==> config.mk <==
export PLATFORM = sky130hd
export DESIGN_NAME = skr_ram
export DESIGN_NICKNAME = d
export VERILOG_FILES = /design/src/rtl/skr_ram.sv
export SDC_FILE = /design/constraint.sdc
export NUM_CORES = 2
export LEC_CHECK = 0
export BUFFER_PORTS_ARGS = -buffer_cell sky130_fd_sc_hd__buf_2
export CAP_MARGIN = 5
export CORE_ASPECT_RATIO = 1.75
export CORE_MARGIN = 1.5
export CORE_UTILIZATION = 45
export DETAILED_ROUTE_END_ITERATION = 6
export GPL_ROUTABILITY_DRIVEN = 0
export HOLD_SLACK_MARGIN = 0.1
export PLACE_DENSITY = 0.6
export SLEW_MARGIN = 0
export SYNTH_ARGS = -nofsm -noshare
export SYNTH_HDL_FRONTEND = slang
export SYNTH_SLANG_ARGS = --single-unit
==> constraint.sdc <==
create_clock -name clk -period 7.88 [get_ports clk]
set_input_delay 1.576 -clock clk [delete_from_list [all_inputs] [get_ports clk]]
set_output_delay 1.576 -clock clk [all_outputs]
set_load 0.01 [all_outputs]
==> src/rtl/skr_ram.sv <==
// Simple dual-port memory: one write port, one read port with registered data.
// Used for all row and list storage of the registry. No dependencies.
`default_nettype none
module skr_ram #(
	parameter int DEPTH = 64,
	parameter int WIDTH = 64,
	parameter int AW = (DEPTH > 1) ? $clog2(DEPTH) : 1
) (
	input  wire logic             clk,
	input  wire logic             we,
	input  wire logic [AW-1:0]    waddr,
	input  wire logic [WIDTH-1:0] wdata,
	input  wire logic [AW-1:0]    raddr,
	output logic      [WIDTH-1:0] rdata
);

	logic [WIDTH-1:0] mem [DEPTH];

	// Write and registered read.
	always_ff @(posedge clk) begin
		if (we) begin
			mem[waddr] <= wdata;
		end
		rdata <= mem[raddr];
	end

endmodule
`default_nettype wire

=== Yosys cells after proc, flatten, opt, wreduce, memory -nomap -nowiden ===
Memories as Yosys holds them, arrays and structs flattened. A register that Yosys moved wholly into a read port is not among the register bits.
Index checks and enable logic that the tools add are counted.

* Bits in registers: 0
* Bits in writable memories: 4096
* Input bits: 78
* Word-level logic and storage cells: 3
* Memories kept: 1

{| class="wikitable"
|+ Memories
! name !! words !! bits a word !! rd ports !! clocked after memory_dff !! write ports !! line !! source
|-
| mem || 64 || 64 || 1 || 1 || 1 || 17 || <nowiki>logic [WIDTH-1:0] mem [DEPTH];</nowiki>
|}

* Mux-type cells: 2

{| class="wikitable"
|+ Operators with widths
! operator !! number
|-
| $mux W1 || 2
|}

=== Logic depth before layout (Yosys ltp) ===
* Depth in word-level cells: 2
* Mapped depth: 9

=== Worst setup path before layout ===
No wires, ideal clock.

* Kind: input-to-reg
* Start: input waddr[3]
* End: memory mem[48][0] (enable)
* Setup time: 0.564 ns
* Data arrival time: 6.448 ns
* Data required time: 7.316 ns
* Path slack: 0.868 ns
* Stages on the path: 4
* Path through: clkbuf_1 nor2b_1 nand4b_1 nor3_1

{| class="wikitable"
|+ RTL lines
! what !! line !! source
|-
| start, declared || 11 || <nowiki>input wire logic [AW-1:0] waddr,</nowiki>
|-
| end, declared || 17 ||
|}

Straight into the memory's write port.

==> impl_results.md <==
- Pins Over Slew Limit: 0
- Vias in the first global route: around 76,000
- Hold_buf cts: 0
- Die height: 783 um
- Max frequency: 230 MHz
- DR iter-0 viols: 8,239
- Final-report hold violation count: 0
- Main synth FF type: edfxtp_1
- Chip width: 449 um
- All-Layer GR Usage: about a quarter
- Leak: approximately 54 nW
- Post_cts resized: 0
- Synth top area share: between 70% and 80%
- Longest Clk Path Bufs: 4
- H-tree levels: 5
- Clock skew: 0.0478 ns
- Post-Place Cells: 11,200
- Synth cell count leaders: 4,096 x edfxtp_1, 1,024 x mux4_2, 170 x buf_2
- Fin area: ~0.18 mm2
- CORE AREA: 0.346 mm2
- Worst-path maximum fanout: 100
- First-pass GRT wire length: 600,000 um
- Starting density of the core: a little under half
- Drt drc: 0
- Routed Antenna Nets: 0
- Fin cells: ~12,000
- Via density: 6.20
- Post-synth EDFFs: just over 4,000
- Storage cell area: 0.124 mm2
- Setup crit end kind: flip-flop
- Pin count of the biggest net entering global routing: 123
- Synth top area cells: edfxtp_1 79%, mux4_2 15%, mux2i_1 0.86%
- Mapped Area: 0.156 mm2
- Biggest area consumer among synthesized cells: edfxtp_1
- Post-route setup TNS: 0 ns
- Worst r2r dst: rdata[10]
- CTS Buf Count: 363
- WL final: roughly 430,000 um
- Maximum VDD drop: 0.182 mV
- Critical Path End: rdata[1]
- Placement Cell Area: roughly 0.16 mm2
- Number of port buffers: 141
- Initial antenna violation count: 25
- Crit path kind: in2reg
- Required time worst endpoint: 8.63 ns
- Worst skew pair latency: ~0.93 ns
- Post-Synthesis Cells: 6,598
- Final setup viols: 0
- Avg WL per Cell: about 36 um
- Mean Syn Cell Area: roughly 24 um2
- Rel. slew slack: 11.1%
- Die ar.: 0.351 mm2
- Layout net count: 7,021
- Post-CTS setup buffers: 0
- Worst hold path type: reg2reg
- # clock sinks: ~4,200
- Mapped Nets: 6,676
- Part of the cycle the worst path needs: 55.2%
- Minimum clock period: 4.35 ns
- #FFs+latches synth: 4,160
- 1st-pass router iterations: 6
- Setup slack, reg-to-reg: 5.41 ns
- Clock Root Buffer: clkbuf_16
- CTS tree: yes
- RR Startpoint: mem[12][10]
- Distinct cells, synth: 33
- Max Cap Viol: 0
- Run status: completed
- Area of the multi-input gates: about 0.031 mm2
- Vias: 73,500
- Critical Path Source Type: primary input
- DP HPWL: between 200,000 and 250,000 um
- Unrepaired setup endpoints after global routing: no
- Synthesis Warnings: 0
- Fillers: 26,800
- Reg2Reg Depth: 5
- Least-Margin Pin Slew: 1.33 ns
- Worst-path clk slew: 0.06 ns
- Sequential area share after synthesis: 79.5%
- Row Count: 286
- Power Density: 256 mW/mm2
- Pwr Total: 45.1 mW
- CP startpoint: raddr[2]
- CP arrival: 5.11 ns
- Count leader, synth: edfxtp_1
- I/O pin total: 142
- Asr flop ratio synth: 0%
- Gr ovfl total: 0
- Area growth, synth to finish: 12.4%
- Fraction of layout cells with a size suffix above 1: 27.9%
stage by stage:
step | setup WS [ns] | utilization, % | hold WS, ns
floorplan | 0.868 | - | 0.788
global placement | 2.76 | 47.3 | 0.817
detailed placement | 2.73 | 47.3 | 0.824
CTS | 3.74 | 50.8 | 0.841
global route | 3.69 | 50.8 | 0.878
finish | 3.53 | 50.8 | 0.835
state kept, by name (all words and copies together), names as in the netlist:
| name | cells |
|---|---|
| mem | 4096 |
| rdata | 64 |
logic make-up after synthesis:
| family | count (synthesis) | synth area share (%) |
|---|---|---|
| flip-flops | 4160 | 79.5 |
| multiplexers | 1159 | 15.6 |
| AO/OA/AOI/OAI | 504 | 2.48 |
| buffers and inverters | 389 | 1.18 |
| AND/OR/NAND/NOR | 386 | 1.24 |
power by group:
group	internal (mW)	leakage [nW]	switching, mW
clock network	10.3	5.87	8.06
registers	24.5	37.4	0.121
logic	0.760	11.0	1.34
total	35.5	54.2	9.52
worst min-delay path by stage:
stage / startpoint / endpoint / depth (start not counted)
after CTS: mem[46][18] / rdata[18] / 4
after detailed placement: mem[46][18] / rdata[18] / 4
after global routing: mem[62][12] / rdata[12] / 4
after floorplan: mem[30][61] / rdata[61] / 4
after global placement: mem[44][2] / rdata[2] / 4
final: mem[44][18] / rdata[18] / 4
critical path: stages:
cell and delay, ns:
buf_8 0.48, buf_12 0.54, mux4_2 0.35, mux2i_1 0.08, o22ai_1 0.75, a31oi_1 0.12
a211oi_1 0.66
layout make-up:
class,count,area share [%]
diodes,10,0.0142
clock buffers,450,5.50
clock inverters,214,1.37
inverters,19,0.0406
multi-input cells,2049,17.5
flip-flops and latches,4160,70.7
well taps,4608,3.28
repair buffers,350,1.60
placed cells by master, fill, tap and decap left out, drive strengths merged:
master | netlist | routed
o221ai | 38 | 38
a31o | 1 | 1
dfxtp | 64 | 64
clkinvlp | 0 | 22
or3 | 29 | 29
a31oi | 18 | 18
diode | 0 | 10
a41oi | 26 | 26
o22ai | 83 | 83
clkbuf | 140 | 450
edfxtp | 4096 | 4096
mux2i | 135 | 135
clkinv | 0 | 137
a22o | 88 | 88
nand4 | 2 | 2
nand2 | 58 | 58
nor2 | 112 | 112
mux4 | 1024 | 1024
nand3b | 2 | 2
nand3 | 45 | 45
or3b | 1 | 1
inv | 19 | 28
or2 | 28 | 28
nor2b | 28 | 28
bufinv | 0 | 46
and3 | 64 | 64
a22oi | 168 | 168
and2 | 3 | 3
buf | 230 | 350
a211oi | 63 | 63
nand4b | 1 | 1
a2bb2oi | 19 | 19
nand2b | 11 | 11
nor3 | 2 | 2
routing by layer:
metal	global-route usage [%]	vias up	wire length, um
met3	2.91	717	25700
met5	0	-	73
met1	29.3	40700	153000
met2	44.8	2961	234000
li1	-	29100	-
met4	8.71	12	16800
Note: power is estimated with default switching activity, not from simulation.
